## src/hw/rtl/ktf_pkg.sv

```systemverilog
// ---------------------------------------------------------------------------
// ktf_pkg: shared definitions of the Kalman trend forecaster
// Number formats, request and register codes, and saturation helpers.
// ---------------------------------------------------------------------------
`default_nettype none

package ktf_pkg;

	localparam int FRAC_BITS   = 16;
	localparam int DW          = 32;
	localparam int VW          = 31;
	localparam int ACC_W       = 52;
	localparam int PROD_W      = 2 * DW - FRAC_BITS;
	localparam int NUM_W       = DW + FRAC_BITS;
	localparam int ROOT_W      = NUM_W / 2;
	localparam int HOR_W       = 7;
	localparam int MAX_HORIZON = 64;
	localparam int DECAY_W     = 16;
	localparam int CFG_IDX_W   = 3;

	typedef enum logic [1:0] {
		REQ_SEED     = 2'd0,
		REQ_MEASURE  = 2'd1,
		REQ_FORECAST = 2'd2,
		REQ_NONE     = 2'd3
	} req_t;

	typedef enum logic [CFG_IDX_W-1:0] {
		CFG_MEAS_NOISE  = 3'd0,
		CFG_TREND_DECAY = 3'd1,
		CFG_NOISE_LEVEL = 3'd2,
		CFG_NOISE_TREND = 3'd3,
		CFG_NOISE_ACCEL = 3'd4,
		CFG_START_VAR   = 3'd5
	} cfg_idx_t;

	localparam logic [VW-1:0]      RST_MEAS_NOISE  = 31'd65536;
	localparam logic [DECAY_W-1:0] RST_TREND_DECAY = 16'd16384;
	localparam logic [VW-1:0]      RST_NOISE_LEVEL = 31'd3277;
	localparam logic [VW-1:0]      RST_NOISE_TREND = 31'd19661;
	localparam logic [VW-1:0]      RST_NOISE_ACCEL = 31'd6554;
	localparam logic [VW-1:0]      RST_START_VAR   = 31'd327680;

	typedef logic signed [DW-1:0]    word_t;
	typedef logic signed [ACC_W-1:0] acc_t;

	function automatic acc_t ext_w(input word_t v);
		return {{(ACC_W-DW){v[DW-1]}}, v};
	endfunction

	function automatic word_t sat_w(input acc_t v);
		acc_t hi;
		acc_t lo;
		hi = {{(ACC_W-DW+1){1'b0}}, {(DW-1){1'b1}}};
		lo = {{(ACC_W-DW+1){1'b1}}, {(DW-1){1'b0}}};
		if (v > hi) return {1'b0, {(DW-1){1'b1}}};
		else if (v < lo) return {1'b1, {(DW-1){1'b0}}};
		else return v[DW-1:0];
	endfunction

endpackage

`default_nettype wire

```

## src/hw/rtl/ktf_isqrt.sv

```systemverilog
// ---------------------------------------------------------------------------
// ktf_isqrt: digit-by-digit integer square root
// Floor square root, one root bit per cycle, done pulse at the end.
// ---------------------------------------------------------------------------
`default_nettype none

module ktf_isqrt (
	input  wire logic                      clk,
	input  wire logic                      arst_n,
	input  wire logic                      start,
	input  wire logic [ktf_pkg::NUM_W-1:0] radicand,
	output logic                           done,
	output logic [ktf_pkg::ROOT_W-1:0]     root
);
	import ktf_pkg::*;

	localparam int REM_W = ROOT_W + 2;
	localparam int CNT_W = $clog2(ROOT_W + 1);

	logic [NUM_W-1:0]  n_q;
	logic [REM_W-1:0]  rem_q;
	logic [ROOT_W-1:0] root_q;
	logic [CNT_W-1:0]  cnt_q;
	logic              busy_q;
	logic              done_q;
	logic [REM_W+1:0]  rem_sh;
	logic [REM_W+1:0]  trial;
	logic [REM_W+1:0]  rem_sub;

	assign rem_sh  = {rem_q, n_q[NUM_W-1 -: 2]};
	assign trial   = {2'b00, root_q, 2'b01};
	assign rem_sub = rem_sh - trial;

	always_ff @(posedge clk or negedge arst_n) begin
		if (!arst_n) begin
			n_q    <= '0;
			rem_q  <= '0;
			root_q <= '0;
			cnt_q  <= '0;
			busy_q <= 1'b0;
			done_q <= 1'b0;
		end else begin
			done_q <= 1'b0;
			if (start) begin
				n_q    <= radicand;
				rem_q  <= '0;
				root_q <= '0;
				cnt_q  <= CNT_W'(ROOT_W);
				busy_q <= 1'b1;
			end else if (busy_q) begin
				n_q <= {n_q[NUM_W-3:0], 2'b00};
				if (rem_sh >= trial) begin
					rem_q  <= rem_sub[REM_W-1:0];
					root_q <= {root_q[ROOT_W-2:0], 1'b1};
				end else begin
					rem_q  <= rem_sh[REM_W-1:0];
					root_q <= {root_q[ROOT_W-2:0], 1'b0};
				end
				cnt_q <= cnt_q - 1'b1;
				if (cnt_q == CNT_W'(1)) begin
					busy_q <= 1'b0;
					done_q <= 1'b1;
				end
			end
		end
	end

	assign done = done_q;
	assign root = root_q;

endmodule

`default_nettype wire

```

## config.mk

```make
export PLATFORM = sky130hd
export DESIGN_NAME = ktf_isqrt
export DESIGN_NICKNAME = d
export VERILOG_FILES = /design/src/hw/rtl/ktf_pkg.sv /design/src/hw/rtl/ktf_isqrt.sv
export SDC_FILE = /design/constraint.sdc
export NUM_CORES = 1
export LEC_CHECK = 0
export ABC_AREA = 1
export BUFFER_PORTS_ARGS = -buffer_cell sky130_fd_sc_hd__buf_2
export CAP_MARGIN = 40
export CORE_AREA = 10 10 151 153
export DETAILED_ROUTE_END_ITERATION = 7
export DIE_AREA = 0 0 161 163
export PLACE_DENSITY = 0.55
export SLEW_MARGIN = 25
export SYNTH_ARGS = -nofsm -noshare
export SYNTH_HDL_FRONTEND = slang
export SYNTH_SLANG_ARGS = --single-unit
```

## constraint.sdc

```tcl
create_clock -name clk -period 4.7 [get_ports clk]
set_input_delay 0.705 -clock clk [delete_from_list [all_inputs] [get_ports clk]]
set_output_delay 0.705 -clock clk [all_outputs]
set_load 0.01 [all_outputs]
```

-- Word level (Yosys, flattened, before mapping)
Cells that the tools add are included.
- reduce and logical (&&, ||, !) cells: 1
- $add $sub $neg: 2
- equal/unequal tests: 1
- $lt $le $gt $ge: 1
- mux-type cells: 16
- operator list (kind ; number):
    two-way mux 48 bit ; 2
    two-way mux 26 bit ; 3
    two-way mux 24 bit ; 2
    >= comparator 28 x 26 -> 1 bit ; 1
    subtractor 26 bit ; 1
    two-way mux 5 bit ; 2
    two-way mux 1 bit ; 7
    == test 5 x 1 -> 1 bit, second input constant ; 1
    subtractor 5 x 1 -> 5 bit, second input constant ; 1
    nonzero test 2 bit ; 1
- bits of input ports: 51
- output and inout bits: 25
- bits in registers: 105
- word-level logic and storage cells: 27

-- Depth between registers and ports, before layout
- word-level depth: 4
- mapped depth: 16
- mapped depth without buffers: 16

-- Least setup slack after synthesis
Ideal clock, no wire load.
- path type: reg2reg
- start point: reg root_q[15] (netlist: root[15])
- end point: reg rem_q[0]
- cell stages (with the launch flop): 15
- data required time: 4.583 ns
- setup slack: 2.727 ns
- arrival: 1.856 ns
- buffers on the path: 2
- clock period less this slack: 1.973 ns
- library setup time: 0.117 ns
- cell sequence: dfrtp_1 inv_1 ha_1 nand2_1 inv_1 nand2_2 inv_1 nand2_1 nand2_1 a21oi_2 buf_4 buf_6 nand4_1 nand3_1 nand2_1
- longest elaborated chain between the ends: 4
- ends and longest elaborated chain (item ; RTL line ; text):
    from (decl) ; ktf_isqrt.sv:22 ; logic [ROOT_W-1:0] root_q;
    from (signal assigned) ; ktf_isqrt.sv:54 ; root_q <= {root_q[ROOT_W-2:0], 1'b1};
    from (signal assigned) ; ktf_isqrt.sv:57 ; root_q <= {root_q[ROOT_W-2:0], 1'b0};
    >= comparator 28 x 26 -> 1 bit ; ktf_isqrt.sv:52 ; if (rem_sh >= trial) begin
    two-way mux 26 bit ; ktf_isqrt.sv:52 ;
    two-way mux 26 bit ; ktf_isqrt.sv:50 ; end else if (busy_q) begin
    two-way mux 26 bit ; ktf_isqrt.sv:44 ; if (start) begin
    to (signal assigned) ; ktf_isqrt.sv:53 ; rem_q <= rem_sub[REM_W-1:0];
    to (signal assigned) ; ktf_isqrt.sv:56 ; rem_q <= rem_sh[REM_W-1:0];
    to (decl) ; ktf_isqrt.sv:21 ; logic [REM_W-1:0] rem_q;
No other way between the ends. The select of a mux whose other input is x is not followed.
A chain may end at the register's enable or synchronous reset.

-- Worst setup path after layout
- start point: reg root_q[13] (netlist: root[13])
- end point: reg rem_q[23]
- longest elaborated chain between the ends: 4
- elaborated cells on any way between the ends: 5
- those cells by class: add/sub: 1; order compare: 1; mux: 3
- ends and longest elaborated chain (item ; RTL line):
    subtractor 26 bit / >= comparator 28 x 26 -> 1 bit (equally long branches) ; ktf_isqrt.sv:32, ktf_isqrt.sv:52
    two-way mux 26 bit (*) ; ktf_isqrt.sv:52
    two-way mux 26 bit (*) ; ktf_isqrt.sv:50
    two-way mux 26 bit (*) ; ktf_isqrt.sv:44
Every way passes the cells marked *; elsewhere a longest branch is shown, timed or not. The select of a mux whose other input is x is not followed.

==> run summary <==
The run finished with clean final reports. The number of different library cells used by synthesis comes to 38. Setup repair after global routing left no endpoint under its margin.

The die is 161 um wide. During I/O placement, the number of pins put on the boundary was 76. The number of remaining DRC errors is 0, and the max-cap violation count is 0. The number of placed instances, taps included came out at 1283. The final clock skew was 0.009165 ns.

The portion of synthesized cell area occupied by the leading cell type was 38.36%. After legalization and detailed placement, the total HPWL measured 14280 um. The number of H-tree branching levels was 3; the number of rows created at floorplan was 52.

For the max-slew violation total from the final report, the log shows 0. Critical path start-end classification: reg -> reg. The cell count after synthesis came out at 969. The final layout contains routed wiring with a total length of 19030 um. Counting the fill cells in the layout gives 2192. 0 antenna diodes ended up in the layout. During synthesis, Yosys emitted a total of 0 warnings.

Across all setup checks in the final design, the least slack found is 1.863 ns. Maximum clock insertion buffer count: 2. TritonCTS built the clock tree. Relative to the synthesized area, the layout overhead comes to 12.62%.

Slowest library cell on the worst path: nand3_4. The total via count in the routed design is 6133, and the largest incremental delay on the critical path is 0.53 ns. Clock latency on the worst-skew pair, taken at its later pin, is 0.37 ns. The logs give 5 for the number of optimization iterations in the first detailed-route pass and 6850 sq um for the cell area after technology mapping. Counting every net in the synthesized netlist gives 1048. After synthesis, the most frequently instantiated cells are nand2_1 (314), inv_1 (184), dfrtp_1 (105).

The completed layout was analyzed and its total power is 4478 uW. In the final routed layout, each cell accounts on average for 14.65 um. Setup violations remaining at the end of the flow were counted as 0.

STA classifies the critical path startpoint as a flop. The number of failing hold endpoints at the final stage was 0. The static leakage power is 0.004209 uW, and the transition at the pin with the smallest max-transition slack is 0.6630 ns. For this run, the leading register cell type out of synthesis is dfrtp_1. The root buffer cell was clkbuf_16. Biggest area consumer among synthesized cells: dfrtp_1.

The library cell with the highest instance count after synthesis is nand2_1. The logs give 1.919 ns for the worst setup timing slack at the placement stage and 0.3525 GHz for the maximum achievable frequency. Entering global routing, the biggest net connects 66 pins. The tools report the required time of the worst setup path as 5.00 ns.

The worst path in the final design needs a cycle of 2.837 ns, including I/O delays and setup. Measured against its own limit, the worst slew margin works out to 55.74%. After floorplanning, the core was sized to cover 19910 sq um. The via density per instance is 4.721.

In the final layout, the share of cells above drive strength 1 is 12.34%. The kind of end point of the critical path was a flop. The cell with the most instances on the worst path is nand2_1. For the via count of the first global-routing pass, the log shows 6108.

The total buffers and inverters traversed by the critical path is 1. The share of the clock period used by the worst path after layout came out at 60.37%. The signal on the critical path passes through inv_1 -> ha_1 -> nand2_2 -> nor2_4 -> nand2_1 -> nor3_2 -> nand3_2 -> nand3_4 -> nand2_2 -> nand2_1 -> nand2_1 -> nand2_1. The count of nets left with antenna violations once routing finished came out at 0. Yosys attributes the largest share of cell area to dfrtp_1 (38%), nand2_1 (17%), inv_1 (10%).

The y dimension of the die was 163 um; the overall track demand over capacity in global routing was 14.61%. The finished layout holds 1299 standard cells, fillers aside. The run gives 0 as the post-cts gate resize count.

After clock tree synthesis, the setup repair step added 0 buffers. Final total negative setup slack: 0 ns. After synthesis, the mean cell area works out to 7.069 sq um. The path class of the tightest hold or removal check is in -> async. The tools report the number of antenna violations at the first check in global routing as 0. The clock buffer count from CTS was 9.

The kind of cell adding the most delay to the critical path is simple AND/OR/NAND/NOR gates. During placement, the flow inserted port buffers numbering 75. Total overflow reported by the global router: 0. The synthesized design contains 0 enable-type register cells. The tools report the final weighted congestion in routability-driven placement as 0.9464. Worst vdd rail ir drop: 269.8 uV. The register clock-pin slew on the reported worst setup and hold paths came out at 0.08 ns. The initial utilization of the core area, before any placement, comes to 34.41%.

Of the synthesized area, sequential elements account for 38.36%. Highest net fanout along the worst path: 27. The die area was 26240 sq um; the number of nets at the end of the flow was 1103. The arrival time of the worst setup path came out at 3.14 ns. Clock tree synthesis found a total of 105 sinks.

The ratio of total power to cell area works out to 580.4 nW/um^2. The first-pass GRT wire length came out at 31330 um. Counting flops with an async set or reset pin after synthesis yields a share of 100.0%.

Synthesis inferred 105 register bits. The cts-stage hold buffer count was 0; the number of DRC markers after the initial detailed-route iteration was 362.
-- layout make-up --
| class | count | area [sq um] | area share [%] |
|---|---|---|---|
| multi-input cells | 635 | 3282 | 42.54 |
| clock buffers | 10 | 229.0 | 2.968 |
| repair buffers | 84 | 465.4 | 6.033 |
| clock inverters | 6 | 62.56 | 0.8109 |
| inverters | 189 | 710.7 | 9.212 |
| well taps | 270 | 337.8 | 4.379 |
| flip-flops and latches | 105 | 2628 | 34.06 |
-- state kept, by name, summed over array words and instances, names as in the netlist --
name	cells
n_q	48
cnt_q	5
rem_q	26
done	1
busy_q	1
root	24
-- final timing paths --
check,start,to,slack (ns),cells after the start
setup / recovery,root[13],rem_q[23],1.86,12
hold / removal,arst_n,rem_q[8],0.29,1
setup reg to reg,root[13],rem_q[23],1.86,12
hold reg to reg,rem_q[25],rem_q[25],0.48,2
max in group asynchronous,arst_n,n_q[36],3.42,2
min in group clk,rem_q[25],rem_q[25],0.48,2
-- logic make-up after synthesis --
family                   Yosys count  share of synthesized area (%)
flip-flops                       105                          38.36
AO/OA/AOI/OAI                    146                          13.00
XOR/XNOR                          11                          1.407
adder cells (fa/ha/maj)           28                          5.114
AND/OR/NAND/NOR                  450                          28.31
buffers and inverters            229                          13.81
-- metal layers --
metal / GRT usage [%] / vias up / routed length [um]
met5: 0 / - / 0
met2: 23.20 / 118 / 8506
met1: 19.29 / 2819 / 9286
met3: 4.297 / 16 / 987
li1: - / 3180 / -
met4: 3.143 / 0 / 253
-- layout by cell type (no fill, tap or decap), types with 2 or more instances in the layout --
cell type   count
ha_1           28
o21ai_0        54
inv_2           4
nor2_1         34
o211ai_1       45
xnor2_1         9
o22ai_1        25
nand2_1       314
buf_2          74
nand2_2         7
nand3_2         3
nor2_4          4
inv_8           2
clkinvlp_4      2
a21oi_1        16
nand4_1        27
clkbuf_16       9
inv_1         183
buf_4           8
xor2_1          2
nor2_2          4
nand3_1        49
o21bai_1        3
dfrtp_1       105
-- power breakdown --
part / internal (uW) / switching [uW]
Clock: 374 / 388
Sequential: 1050 / 97.7
Combinational: 868 / 1700
-- metrics by stage --
| step | utilization, % | hold WS (ns) | area, sq um |
|---|---|---|---|
| detailed placement | 37.29 | 0.4647 | 7423 |
| global route | 38.75 | 0.3353 | 7715 |
| finish | 38.75 | 0.2924 | 7715 |
| global placement | 37.11 | 0.4644 | 7388 |
| floorplan | - | 0.4094 | 6850 |
| CTS | 38.75 | 0.3174 | 7715 |
No activity file was read; power rests on OpenSTA's default activity.
