$ cat src/hw/rtl/ktf_pkg.sv
// ---------------------------------------------------------------------------
// ktf_pkg: shared definitions of the Kalman trend forecaster
// Number formats, request and register codes, and saturation helpers.
// ---------------------------------------------------------------------------
`default_nettype none

package ktf_pkg;

	localparam int FRAC_BITS   = 16;
	localparam int DW          = 32;
	localparam int VW          = 31;
	localparam int ACC_W       = 52;
	localparam int PROD_W      = 2 * DW - FRAC_BITS;
	localparam int NUM_W       = DW + FRAC_BITS;
	localparam int ROOT_W      = NUM_W / 2;
	localparam int HOR_W       = 7;
	localparam int MAX_HORIZON = 64;
	localparam int DECAY_W     = 16;
	localparam int CFG_IDX_W   = 3;

	typedef enum logic [1:0] {
		REQ_SEED     = 2'd0,
		REQ_MEASURE  = 2'd1,
		REQ_FORECAST = 2'd2,
		REQ_NONE     = 2'd3
	} req_t;

	typedef enum logic [CFG_IDX_W-1:0] {
		CFG_MEAS_NOISE  = 3'd0,
		CFG_TREND_DECAY = 3'd1,
		CFG_NOISE_LEVEL = 3'd2,
		CFG_NOISE_TREND = 3'd3,
		CFG_NOISE_ACCEL = 3'd4,
		CFG_START_VAR   = 3'd5
	} cfg_idx_t;

	localparam logic [VW-1:0]      RST_MEAS_NOISE  = 31'd65536;
	localparam logic [DECAY_W-1:0] RST_TREND_DECAY = 16'd16384;
	localparam logic [VW-1:0]      RST_NOISE_LEVEL = 31'd3277;
	localparam logic [VW-1:0]      RST_NOISE_TREND = 31'd19661;
	localparam logic [VW-1:0]      RST_NOISE_ACCEL = 31'd6554;
	localparam logic [VW-1:0]      RST_START_VAR   = 31'd327680;

	typedef logic signed [DW-1:0]    word_t;
	typedef logic signed [ACC_W-1:0] acc_t;

	function automatic acc_t ext_w(input word_t v);
		return {{(ACC_W-DW){v[DW-1]}}, v};
	endfunction

	function automatic word_t sat_w(input acc_t v);
		acc_t hi;
		acc_t lo;
		hi = {{(ACC_W-DW+1){1'b0}}, {(DW-1){1'b1}}};
		lo = {{(ACC_W-DW+1){1'b1}}, {(DW-1){1'b0}}};
		if (v > hi) return {1'b0, {(DW-1){1'b1}}};
		else if (v < lo) return {1'b1, {(DW-1){1'b0}}};
		else return v[DW-1:0];
	endfunction

endpackage

`default_nettype wire

$ cat src/hw/rtl/ktf_div.sv
// ---------------------------------------------------------------------------
// ktf_div: restoring divider
// Unsigned division, one quotient bit per cycle, done pulse at the end.
// ---------------------------------------------------------------------------
`default_nettype none

module ktf_div (
	input  wire logic                      clk,
	input  wire logic                      arst_n,
	input  wire logic                      start,
	input  wire logic [ktf_pkg::NUM_W-1:0] dividend,
	input  wire logic [ktf_pkg::VW-1:0]    divisor,
	output logic                           done,
	output logic [ktf_pkg::NUM_W-1:0]      quotient
);
	import ktf_pkg::*;

	localparam int CNT_W = $clog2(NUM_W + 1);

	logic [NUM_W-1:0] quo_q;
	logic [VW-1:0]    rem_q;
	logic [CNT_W-1:0] cnt_q;
	logic             busy_q;
	logic             done_q;
	logic [VW:0]      rem_sh;
	logic [VW:0]      rem_sub;

	assign rem_sh  = {rem_q, quo_q[NUM_W-1]};
	assign rem_sub = rem_sh - {1'b0, divisor};

	always_ff @(posedge clk or negedge arst_n) begin
		if (!arst_n) begin
			quo_q  <= '0;
			rem_q  <= '0;
			cnt_q  <= '0;
			busy_q <= 1'b0;
			done_q <= 1'b0;
		end else begin
			done_q <= 1'b0;
			if (start) begin
				quo_q  <= dividend;
				rem_q  <= '0;
				cnt_q  <= CNT_W'(NUM_W);
				busy_q <= 1'b1;
			end else if (busy_q) begin
				if (rem_sh >= {1'b0, divisor}) begin
					rem_q <= rem_sub[VW-1:0];
					quo_q <= {quo_q[NUM_W-2:0], 1'b1};
				end else begin
					rem_q <= rem_sh[VW-1:0];
					quo_q <= {quo_q[NUM_W-2:0], 1'b0};
				end
				cnt_q <= cnt_q - 1'b1;
				if (cnt_q == CNT_W'(1)) begin
					busy_q <= 1'b0;
					done_q <= 1'b1;
				end
			end
		end
	end

	assign done     = done_q;
	assign quotient = quo_q;

endmodule

`default_nettype wire

$ cat config.mk
export PLATFORM = sky130hd
export DESIGN_NAME = ktf_div
export DESIGN_NICKNAME = d
export VERILOG_FILES = /design/src/hw/rtl/ktf_pkg.sv /design/src/hw/rtl/ktf_div.sv
export SDC_FILE = /design/constraint.sdc
export NUM_CORES = 1
export LEC_CHECK = 0
export BUFFER_PORTS_ARGS = -buffer_cell sky130_fd_sc_hd__buf_2
export CAP_MARGIN = 10
export CORE_MARGIN = 4
export CORE_UTILIZATION = 50
export DETAILED_ROUTE_END_ITERATION = 10
export GPL_TIMING_DRIVEN = 0
export MAX_ROUTING_LAYER = met4
export PLACE_DENSITY = 0.74
export SYNTH_ARGS = -nofsm -noshare
export SYNTH_HDL_FRONTEND = slang
export SYNTH_SLANG_ARGS = --single-unit
export TNS_END_PERCENT = 10
$ cat constraint.sdc
create_clock -name clk -period 3.35 [get_ports clk]
set_input_delay 0.5025 -clock clk [delete_from_list [all_inputs] [get_ports clk]]
set_output_delay 0.5025 -clock clk [all_outputs]
set_load 0.02 [all_outputs]
* Word level (Yosys, flattened, before mapping) *
Cells that the tools add are included.
Widths: inputs -> output; s select.

operators by class
  reduce and logical (&&, ||, !) cells = 1
  eq/ne operators = 1
  $add $sub $neg = 2
  mux-type cells = 14
  magnitude comparators = 1

operator list
  cell                 count
  $mux 48              2
  $mux 31              3
  $ge 32x31->1         1
  $sub 31x31->31       1
  $mux 6               2
  $mux 1               7
  $eq 6x1->1 const B   1
  $sub 6x1->6 const B  1
  $reduce_bool 2->1    1

storage, ports and cells
  logic and storage cells = 24
  input port bits = 82
  register bits = 87

* Depth between registers and ports, before layout *
Gate-level depths: netlist of run 1.

  word-level depth = 4
  depth in mapped cells = 13
  gate-level depth less buffers = 12

* Least setup slack after synthesis of run 1 *
OpenSTA, ideal clock, no wires.

  kind = register to register
  from = register quo_q[47], in the netlist quotient[47]
  to = register rem_q[17]
  required time = 3.218 ns
  clock period less this slack = 2.988 ns
  data arrival time = 2.856 ns
  cell stages (with the launch flop) = 14
  setup slack = 0.362 ns
  path through = dfrtp_1 > inv_1 > ha_1 > inv_1 > fa_1 > a21o_1 > a221oi_2 > o21ai_2 > a41o_1 > o21a_1 > buf_4 > mux2_2 > mux2i_1 > nor2_1

on the way
  word-level cells in the longest chain between the ends = 4
  elaborated cells between the ends (all ways) = 5
  classes of those cells = 1 x add/sub; 1 x order compare; 3 x mux

ends and longest elaborated chain
  item                                            line                          source
  from (decl)                                     ktf_div.sv:20                 logic [NUM_W-1:0] quo_q;
  from (signal assigned)                          ktf_div.sv:41                 quo_q <= dividend;
  from (signal assigned)                          ktf_div.sv:48                 quo_q <= {quo_q[NUM_W-2:0], 1'b1};
  from (signal assigned)                          ktf_div.sv:51                 quo_q <= {quo_q[NUM_W-2:0], 1'b0};
  $sub 31x31->31 or $ge 32x31->1 (tied branches)  ktf_div.sv:29, ktf_div.sv:46
  $mux 31 *                                       ktf_div.sv:46                 if (rem_sh >= {1'b0, divisor}) begin
  $mux 31 *                                       ktf_div.sv:45                 end else if (busy_q) begin
  $mux 31 *                                       ktf_div.sv:40                 if (start) begin
  to (signal assigned)                            ktf_div.sv:47                 rem_q <= rem_sub[VW-1:0];
  to (signal assigned)                            ktf_div.sv:50                 rem_q <= rem_sh[VW-1:0];
  to (decl)                                       ktf_div.sv:21                 logic [VW-1:0] rem_q;

Every way passes the cells marked *; elsewhere a longest branch is shown, timed or not. The select of a mux whose other input is x is not followed.
A chain may end at the register's enable or synchronous reset.

* Worst setup path in the final report of run 1 *
  from = register quo_q[47], in the netlist quotient[47]
  to = register rem_q[26]

Same word-level chain as after synthesis.

==> results of run 1 <==
path summary, 6_finish.rpt:
kind                                 to  slack (ns)  depth (start not counted)
setup reg to reg              rem_q[26]        0.07                         12
hold reg to reg                cnt_q[4]        0.53                          2
max in group asynchronous  quotient[36]        2.61                          2
min in group clk           quotient[12]        0.37                          3
hold / removal             quotient[18]        0.13                          1
setup / recovery              rem_q[26]        0.07                         12
final cells by class:
cell class	count	area [sq um]	share of cell area, %
clock inverter	6	92.6	1.29
tap	143	179	2.50
multi-input combinational	516	3420	47.8
timing repair buffer	134	706	9.86
buffer	34	181	2.54
clock buffer	10	239	3.34
sequential	87	2180	30.4
inverter	43	161	2.26
through the flow:
stage	power (W)	hold slack, ns	utilization, %
4_1_cts	0.00279	0.149	61.7
6_report	0.00278	0.131	62.1
5_1_grt	0.00291	0.169	62.1
3_3_place_gp	0.00168	0.506	58.5
2_1_floorplan	0.00150	0.207	-
3_5_place_dp	0.00170	0.510	58.8
logic make-up after synthesis:
group / count (synthesis)
buf+inv: 77
simple gates: 200
fa+ha+maj: 34
compound gates: 200
mux: 57
xor+xnor: 25
flops: 87
synth_stat cells, types with 7 or more instances:
library cell	instances
dfrtp_1	87
nand2_1	86
o21ai_0	72
nor2_1	63
mux2i_1	52
a21oi_1	49
inv_1	42
ha_1	33
clkbuf_1	23
a211oi_1	19
xnor2_1	18
nand3_1	9
a21o_1	8
o21a_1	7
xor2_1	7
power groups by stage:
stage | sequential [W] | clock [W] | combinational [W]
finish | 0.00119 | 0.00109 | 0.000503
detailed placement | 0.00120 | 0 | 0.000496
global route | 0.00119 | 0.00115 | 0.000557
floorplan | 0.00126 | 0 | 0.000240
CTS | 0.00119 | 0.00110 | 0.000503
global placement | 0.00120 | 0 | 0.000480
registers in the layout, indices dropped and copies added (netlist names):
| register | count |
|---|---|
| busy_q | 1 |
| cnt_q | 6 |
| done | 1 |
| quotient | 48 |
| rem_q | 31 |
metal layers:
| metal | vias to the layer above | track usage, % | share of wire [%] |
|---|---|---|---|
| met4 | 0 | 7.34 | 1.5 |
| li1 | 2697 | - | - |
| met3 | 22 | 3.11 | 6.8 |
| met2 | 238 | 39.1 | 47 |
| met1 | 2647 | 34.5 | 44 |
| met5 | - | - | 0 |
timing repair:
item                       in CTS  in global routing
pin swaps                       0                  4
setup buffers                   0                  4
setup endpoints to repair       6                 25
gates resized for setup         1                  3
critical path: stages, from the launching register on:
cell      delay (ns)
dfrtp_1         0.44
inv_1           0.09
ha_1            0.16
inv_1           0.05
fa_1            0.40
a21o_1          0.25
a221oi_4        0.36
nor3_2          0.12
o41ai_4         0.30
a2111o_1        0.29
a211oi_1        0.11
mux2_1          0.35
a211oi_1        0.26
==> impl_metrics.env, run 1 <==
export IMPL_p_leak_nw=3.80
export IMPL_die_w_microns=117
export IMPL_fin_nets=941
export IMPL_fin_crit_ns=3.28
export IMPL_netlist_instances=680
export IMPL_placed_area_sq_mm=0.00677
export IMPL_vias=5604
export IMPL_grt_start_max_net_pins=51
export IMPL_ys_seq_elements=87
export IMPL_powerDensity_mw_per_mm2=389
export IMPL_critPathMaxFanout=4
export IMPL_drt_drc_violations_left=0
export IMPL_cts_made_buffers=9
export IMPL_p_sw_w=0.000781
export IMPL_cts_tree="yes"
export IMPL_clock_sinks=87
export IMPL_fmax_ghz=0.305
export IMPL_area_growth_pct=21.0
export IMPL_final_layout_size_suffix_gt1_share_pct=21.3
export IMPL_pwr_share_seq_pct=42.7
export IMPL_tns_ns=0
export IMPL_dieArea_sq_mm=0.0136
export IMPL_yosys_cell_types_count=67
export IMPL_synth_edff_count=0
export IMPL_postRouteAntennaNets=0
export IMPL_end_kind="flop"
export IMPL_dp_cells=953
export IMPL_netlist_area_leader_share_pct=36.8
export IMPL_clock_latency_ns=0.33
export IMPL_synth_compound_area_share_pct=21.7
export IMPL_path_clk_slew_ns=0.07
export IMPL_fin_cells=973
export IMPL_syn_nets=796
export IMPL_yosys_most_used_dff="dfrtp_1"
export IMPL_ir_worst_vdd_uv=349
export IMPL_reg2reg_from="quotient[47]"
export IMPL_routed_via_density=5.76
export IMPL_max_slew_worst_pin_slew_ns=0.709
export IMPL_fin_crit_sh_pct=97.9
export IMPL_fillCellCount=972
export IMPL_synth_mux_area_share_pct=9.82
export IMPL_start_util_pct=51.3
export IMPL_diodes=0
export IMPL_slew_violations=0
export IMPL_finalHoldViolCount=0
export IMPL_syn_area_per_cell_sq_um=8.70
export IMPL_final_area_sq_mm=0.00715
export IMPL_synth_top_area_cell="dfrtp_1"
export IMPL_p_int_w=0.00200
export IMPL_antenna_found_initial=0
export IMPL_hold_class="in -> async"
export IMPL_yosys_area_share_simple_pct=14.9
export IMPL_hold_buffers=0
export IMPL_drtIter0Drc=510
export IMPL_grt_pass1_wl_microns=26700
export IMPL_setup_viol=0
export IMPL_coreArea_sq_mm=0.0115
export IMPL_place_congestion=0.952
export IMPL_rsz0062_at_grt="true"
export IMPL_clock_skew_ns=0.00656
export IMPL_io_pin_count=131
export IMPL_grt_pass1_vias=5483
export IMPL_htree_levels=3
export IMPL_yosys_area_share_adder_pct=7.32
export IMPL_worstPathRequired_ns=3.58
export IMPL_maxCapViolCount=0
export IMPL_grtUsageTotal_pct=25.1
export IMPL_netSwitchingFraction_pct=28.1
export IMPL_relSlewSlack_pct=52.7
export IMPL_clockPowerShare_pct=39.3
export IMPL_synth_xor_xnor_area_share_pct=3.70
export IMPL_overflow=0
export IMPL_yosys_warnings=0
export IMPL_portBuffers=129
export IMPL_crit_arrival_ns=3.51
export IMPL_wl_per_cell_microns=17.2
export IMPL_detailedPlace_worstSlack_ns=-0.136
export IMPL_async_flop_share_pct=100
export IMPL_syn_area_sq_mm=0.00591
export IMPL_cts_root_buf="clkbuf_16"
export IMPL_firstDrtPassIters=5
export IMPL_synthTopCellsByArea="dfrtp_1, mux2i_1, ha_1"
export IMPL_die_h_microns=117
export IMPL_ctsLongestPathBuffers=2
export IMPL_hpwl_microns=12600
export IMPL_mostFrequentLayoutCells="buf_2, dfrtp_1, nand2_1"
export IMPL_cp_start_kind="flop"
export IMPL_rows=39
export IMPL_synth_seq_area_share_pct=36.8
export IMPL_power_frac_comb_pct=18.1
export IMPL_crit_start="quotient[47]"
export IMPL_wl_microns=16700
export IMPL_run_status="complete, no violations"
export IMPL_final_common_cell="buf_2"
export IMPL_crit_type="reg -> reg"
export IMPL_setup_ws_ns=0.0711
export IMPL_synth_top_family_by_area="compound AO/OA/AOI/OAI gates"
(Power assumes the default switching activity.)
==> run 2: changes to the inputs <==
==> constraint.sdc (replaced) <==
create_clock -name clk -period 3.35 [get_ports clk]
set_input_delay 0.335 -clock clk [delete_from_list [all_inputs] [get_ports clk]]
set_output_delay 0.335 -clock clk [all_outputs]
set_load 0.02 [all_outputs]
==> run 2 against run 1 <==
Net effect: sequential share of layout area about the same; worst setup slack better by 0.0091 ns; sequential power about the same; wire length down 0.36%; largest power group unchanged; register-to-register slack about the same; die area unchanged; global-route usage about the same; largest cell class unchanged; clock skew up 0.0013 ns; clock power about the same; maximum frequency up 0.28%; non-clock buffer count up 1.
==> impl_metrics.env, run 2 (same netlist as run 1, synthesis figures left out) <==
export IMPL_area_growth_pct=21.2
export IMPL_reg2reg_from="quotient[47]"
export IMPL_cts_made_buffers=9
export IMPL_grt_start_max_net_pins=51
export IMPL_dieArea_sq_mm=0.0136
export IMPL_clock_skew_ns=0.00781
export IMPL_ctsLongestPathBuffers=2
export IMPL_start_util_pct=51.3
export IMPL_crit_arrival_ns=3.50
export IMPL_crit_slowest_cell="dfrtp_1"
export IMPL_cp_slowest_stage_delay_ns=0.44
export IMPL_hold_class="in -> reg"
export IMPL_portBuffers=129
export IMPL_grtUsageTotal_pct=25.1
export IMPL_io_pin_count=131
export IMPL_powerDensity_mw_per_mm2=389
export IMPL_run_status="complete, no violations"
export IMPL_clock_sinks=87
export IMPL_relSlewSlack_pct=52.7
export IMPL_antenna_found_initial=0
export IMPL_die_w_microns=117
export IMPL_cts_root_buf="clkbuf_16"
export IMPL_place_congestion=0.952
export IMPL_largest_reg_flops=48
export IMPL_critPathMaxFanout=4
export IMPL_ir_worst_vdd_uv=349
export IMPL_drtIter0Drc=503
export IMPL_routed_via_density=5.77
export IMPL_wl_per_cell_microns=17.1
export IMPL_mostFrequentLayoutCells="buf_2, dfrtp_1, nand2_1"
export IMPL_path_clk_slew_ns=0.07
export IMPL_rows=39
export IMPL_grt_pass1_wl_microns=26700
export IMPL_cts_tree="yes"
export IMPL_hpwl_microns=12600
export IMPL_max_slew_worst_pin_slew_ns=0.710
export IMPL_fmax_ghz=0.306
export IMPL_crit_type="reg -> reg"
export IMPL_wl_microns=16600
export IMPL_postRouteAntennaNets=0
export IMPL_fin_crit_ns=3.27
export IMPL_die_h_microns=117
export IMPL_final_layout_size_suffix_gt1_share_pct=21.3
export IMPL_worstHoldStart="dividend[12]"
export IMPL_drt_drc_violations_left=0
export IMPL_maxCapViolCount=0
export IMPL_worstPathRequired_ns=3.58
export IMPL_final_area_sq_mm=0.00716
export IMPL_diodes=0
export IMPL_vias=5622
export IMPL_fin_crit_sh_pct=97.6
export IMPL_cp_start_kind="flop"
export IMPL_crit_chain="inv_1 -> ha_1 -> inv_1 -> fa_1 -> a21o_1 -> a221oi_4 -> nor3_2 -> o41ai_4 -> a2111o_1 -> a211oi_1 -> mux2_1 -> a211oi_1"
export IMPL_coreArea_sq_mm=0.0115
export IMPL_setup_viol=0
export IMPL_final_common_cell="buf_2"
export IMPL_crit_start="quotient[47]"
export IMPL_rsz0062_at_grt="true"
export IMPL_slew_violations=0
export IMPL_clock_latency_ns=0.34
export IMPL_placed_area_sq_mm=0.00677
export IMPL_finalHoldViolCount=0
export IMPL_final_util_pct=62.2
export IMPL_end_kind="flop"
export IMPL_htree_levels=3
export IMPL_fin_nets=942
export IMPL_fillCellCount=971
export IMPL_overflow=0
export IMPL_p_leak_nw=3.81
export IMPL_grt_pass1_vias=5486
export IMPL_firstDrtPassIters=5
## run 2: changes by cell type in the layout (fill, tap and decap cells not counted), sizes merged
cell / before / now
dlygate4sd3: 0 / 1
## run 2: worst max-delay path, delay by kind of cell (launching register included)
| family | cells | cell delay (ns) |
|---|---|---|
| adder cells (fa/ha/maj) | 2 | 0.56 |
| multiplexers | 1 | 0.34 |
| flip-flops | 1 | 0.44 |
| buffers and inverters | 2 | 0.13 |
| AND/OR/NAND/NOR | 1 | 0.12 |
| AO/OA/AOI/OAI | 6 | 1.57 |
## run 2: power by group
part           leakage, nW  internal [W]  switching [W]
logic                 2.54      0.000201       0.000302
clock network        0.155      0.000677       0.000417
registers             1.11       0.00112      0.0000645
## run 2: layout make-up
cell class	instances	area, sq um	area share (%)
tap	143	179	2.50
multi-input combinational	516	3420	47.7
sequential	87	2180	30.4
clock buffer	10	239	3.34
clock inverter	6	92.6	1.29
buffer	34	181	2.53
inverter	43	161	2.25
timing repair buffer	135	716	9.99
## run 2: path summary, 6_finish.rpt
check | slack, ns | cells after the start | to
hold reg to reg | 0.53 | 2 | cnt_q[4]
setup / recovery | 0.08 | 12 | rem_q[26]
hold / removal | 0.20 | 3 | quotient[12]
setup reg to reg | 0.08 | 12 | rem_q[26]
max in group asynchronous | 2.24 | 3 | quotient[36]
min in group asynchronous | 0.51 | 2 | quotient[18]
## run 2: layer usage
| metal | vias up | track usage [%] | share of wire, % |
|---|---|---|---|
| met5 | - | - | 0 |
| li1 | 2704 | - | - |
| met1 | 2649 | 34.6 | 44 |
| met3 | 26 | 3.11 | 6.7 |
| met4 | 0 | 7.34 | 1.6 |
| met2 | 243 | 39.1 | 48 |
## run 2: timing repair
action                                 4_1_cts  5_1_grt
endpoints found under the hold margin       37        0
pin swaps                                    0        4
resized for setup                            1        3
setup endpoints to repair                    6       25
setup buffers                                0        4
hold buffers                                 1        0
## run 2: through the flow
stage | worst slack [ns] | setup TNS, ns | total power, W | hold WS, ns | instances
CTS | 0.0184 | 0 | 0.00279 | 0.200 | 970
global placement | 0.0245 | 0 | 0.00168 | 0.506 | 952
floorplan | 0.362 | 0 | 0.00150 | 0.0394 | 680
finish | 0.0802 | 0 | 0.00278 | 0.199 | 974
global route | -0.0728 | -0.128 | 0.00291 | 0.209 | 974
detailed placement | -0.0467 | -0.0467 | 0.00170 | 0.343 | 953
==> run 3: changes to the inputs <==
--- a/config.mk
+++ b/config.mk
@@ -5,6 +5,7 @@
 export SDC_FILE = /design/constraint.sdc
 export NUM_CORES = 1
 export LEC_CHECK = 0
+export ABC_AREA = 1
 export BUFFER_PORTS_ARGS = -buffer_cell sky130_fd_sc_hd__buf_2
 export CAP_MARGIN = 10
 export CORE_MARGIN = 4
==> run 3 against run 2 <==
Net effect: global-route usage is 1.9 points higher; clock skew is 0.0044 ns lower; combinational power is 4% higher; cell count rose by 36%; non-clock buffer count is 6 lower; clock power shrank 7%; highest routed layer unchanged.
==> impl_metrics.env, run 3 <==
export IMPL_yosys_most_used_dff="dfrtp_1"
export IMPL_postRouteAntennaNets=0
export IMPL_p_leak_nw=4.56
export IMPL_synth_edff_count=0
export IMPL_grtUsageTotal_pct=27.0
export IMPL_ys_seq_elements=87
export IMPL_antenna_found_initial=0
export IMPL_mostFrequentLayoutCells="nand2_1, inv_1, buf_2"
export IMPL_htree_levels=3
export IMPL_powerDensity_mw_per_mm2=349
export IMPL_crit_type="reg -> reg"
export IMPL_drt_drc_violations_left=0
export IMPL_grt_pass1_wl_microns=30900
export IMPL_hpwl_microns=15300
export IMPL_netlist_area_leader_share_pct=33.3
export IMPL_synthTopCellsByArea="dfrtp_1, nand2_1, inv_1"
export IMPL_firstDrtPassIters=5
export IMPL_cts_made_buffers=9
export IMPL_area_growth_pct=18.3
export IMPL_relSlewSlack_pct=53.5
export IMPL_holdPathStages=3
export IMPL_critPathMaxFanout=10
export IMPL_yosys_cell_types_count=36
export IMPL_ir_worst_vdd_uv=210
export IMPL_cts_tree="yes"
export IMPL_ctsLongestPathBuffers=2
export IMPL_crit_chain="inv_1 -> ha_1 -> inv_1 -> fa_1 -> nand2_1 -> nand2_1 -> nand3_1 -> nand2_2 -> nand2_1 -> nand3_2 -> nand2_4 -> buf_2 -> nand3b_1 -> nand3_1 -> nand2_1"
export IMPL_io_pin_count=131
export IMPL_die_w_microns=122
export IMPL_portBuffers=130
export IMPL_place_congestion=0.993
export IMPL_largest_reg_flops=48
export IMPL_cp_slowest_stage_delay_ns=0.45
export IMPL_vias=6733
export IMPL_syn_nets=1125
export IMPL_cp_top_family="simple AND/OR/NAND/NOR gates"
export IMPL_cpMostUsedCell="nand2_1"
export IMPL_clock_sinks=87
export IMPL_clock_latency_ns=0.35
export IMPL_crit_arrival_ns=2.87
export IMPL_async_flop_share_pct=100
export IMPL_fmax_ghz=0.379
export IMPL_dieArea_sq_mm=0.0150
export IMPL_fin_crit_sh_pct=78.7
export IMPL_routed_via_density=5.07
export IMPL_tns_ns=0
export IMPL_finalHoldViolCount=0
export IMPL_path_buf_inv=3
export IMPL_fin_nets=1268
export IMPL_grt_start_max_net_pins=71
export IMPL_reg2reg_from="quotient[47]"
export IMPL_die_h_microns=122
export IMPL_crit_slowest_cell="fa_1"
export IMPL_fin_cells=1329
export IMPL_end_kind="flop"
export IMPL_diodes=0
export IMPL_rows=41
export IMPL_maxCapViolCount=0
export IMPL_wl_microns=19500
export IMPL_setup_viol=0
export IMPL_worstHoldStart="dividend[0]"
export IMPL_final_layout_size_suffix_gt1_share_pct=14.9
export IMPL_r2r_cells=15
export IMPL_wl_per_cell_microns=14.7
export IMPL_grt_pass1_vias=6222
export IMPL_cp_start_kind="flop"
export IMPL_path_clk_slew_ns=0.07
export IMPL_dp_cells=1312
export IMPL_synthTopCellsByCount="nand2_1, inv_1, dfrtp_1"
export IMPL_rsz0062_at_grt="false"
export IMPL_yosys_warnings=0
export IMPL_coreArea_sq_mm=0.0127
export IMPL_rr_endpoint="rem_q[15]"
export IMPL_cts_root_buf="clkbuf_16"
export IMPL_fin_crit_ns=2.64
export IMPL_hold_class="in -> reg"
export IMPL_drtIter0Drc=546
export IMPL_start_util_pct=51.4
export IMPL_post_synth_top_count_cell="nand2_1"
export IMPL_synth_top_area_cell="dfrtp_1"
export IMPL_max_slew_worst_pin_slew_ns=0.697
export IMPL_post_cts_buffers=0
export IMPL_syn_area_sq_mm=0.00654
export IMPL_final_common_cell="nand2_1"
export IMPL_netlist_instances=1009
export IMPL_rrSetupSlack_ns=0.71
export IMPL_worstPathRequired_ns=3.58
export IMPL_clock_skew_ns=0.00343
export IMPL_fillCellCount=1285
export IMPL_synth_seq_area_share_pct=33.3
export IMPL_hold_end="quotient[0]"
export IMPL_overflow=0
export IMPL_slew_violations=0
export IMPL_run_status="complete, no violations"
export IMPL_syn_area_per_cell_sq_um=6.48
## run 3: changes by cell type in the layout (fill, tap and decap cells not counted), moves of 7 or more
cell / change
nor3_1: +24
nand2_1: +261
mux2i_1: -52
a21o_1: -8
a21oi_1: -14
o21ai_0: -66
inv_1: +134
nand3b_1: +14
nand3_1: +61
nor2_1: +16
o22ai_1: +22
o21a_1: -7
## run 3: report_power, final
group	switching, W	internal (W)
clock network	0.000458	0.000554
logic	0.000336	0.000185
registers	0.0000514	0.00112
## run 3: cell families after synthesis
group                    share of synthesized area [%]
XOR/XNOR                                          1.87
adder cells (fa/ha/maj)                           6.62
AND/OR/NAND/NOR                                   36.9
buffers and inverters                             12.7
flip-flops                                        33.3
AO/OA/AOI/OAI                                     8.66
## run 3: final cells by class
class	instances	area (sq um)	share of cell area, %
plain buffers	31	141	1.83
clock buffers	12	256	3.31
clock inverters	4	36.3	0.469
inverters	183	687	8.87
multi-input cells	708	3540	45.7
flip-flops and latches	87	2180	28.1
well taps	172	215	2.78
repair buffers	132	691	8.92
## run 3: how the worst max path moves through the flow
stage | end | startpoint | cells past startpoint | slack, ns
2_1_floorplan | rem_q[21] | quotient[47] | 17 | 1.11
3_3_place_gp | rem_q[15] | quotient[47] | 15 | 0.77
3_5_place_dp | rem_q[15] | quotient[47] | 15 | 0.71
4_1_cts | rem_q[15] | quotient[47] | 15 | 0.70
5_1_grt | rem_q[15] | quotient[47] | 15 | 0.55
6_report | rem_q[15] | quotient[47] | 15 | 0.71
## run 3: what timing repair did
item,in CTS,in global routing
hold buffers,1,0
resized for setup,0,0
hold endpoints to repair,17,0
## run 3: routing by layer
layer  vias up  track usage (%)  share of wire, %
li1       3443                -                 -
met1      3043             38.7                47
met2       222             40.4                45
met3        25             2.63               6.2
met4         0             8.54               1.6
met5         -                -                 0
## run 3: metrics by stage
| stage | utilization, % | cell area (sq um) | hold WS (ns) | setup WS [ns] | power [W] |
|---|---|---|---|---|---|
| after floorplan | - | 6540 | 0.0394 | 1.11 | 0.00149 |
| after global placement | 58.2 | 7410 | 0.478 | 0.771 | 0.00169 |
| after detailed placement | 58.5 | 7440 | 0.235 | 0.713 | 0.00170 |
| after CTS | 60.8 | 7740 | 0.206 | 0.704 | 0.00271 |
| after global routing | 60.8 | 7740 | 0.217 | 0.549 | 0.00282 |
| final | 60.8 | 7740 | 0.215 | 0.714 | 0.00270 |
## run 3: worst min-delay path: cells and delay by family
kind          cells  cell delay, ns
simple gates      2            0.12
buf+inv           1            0.08
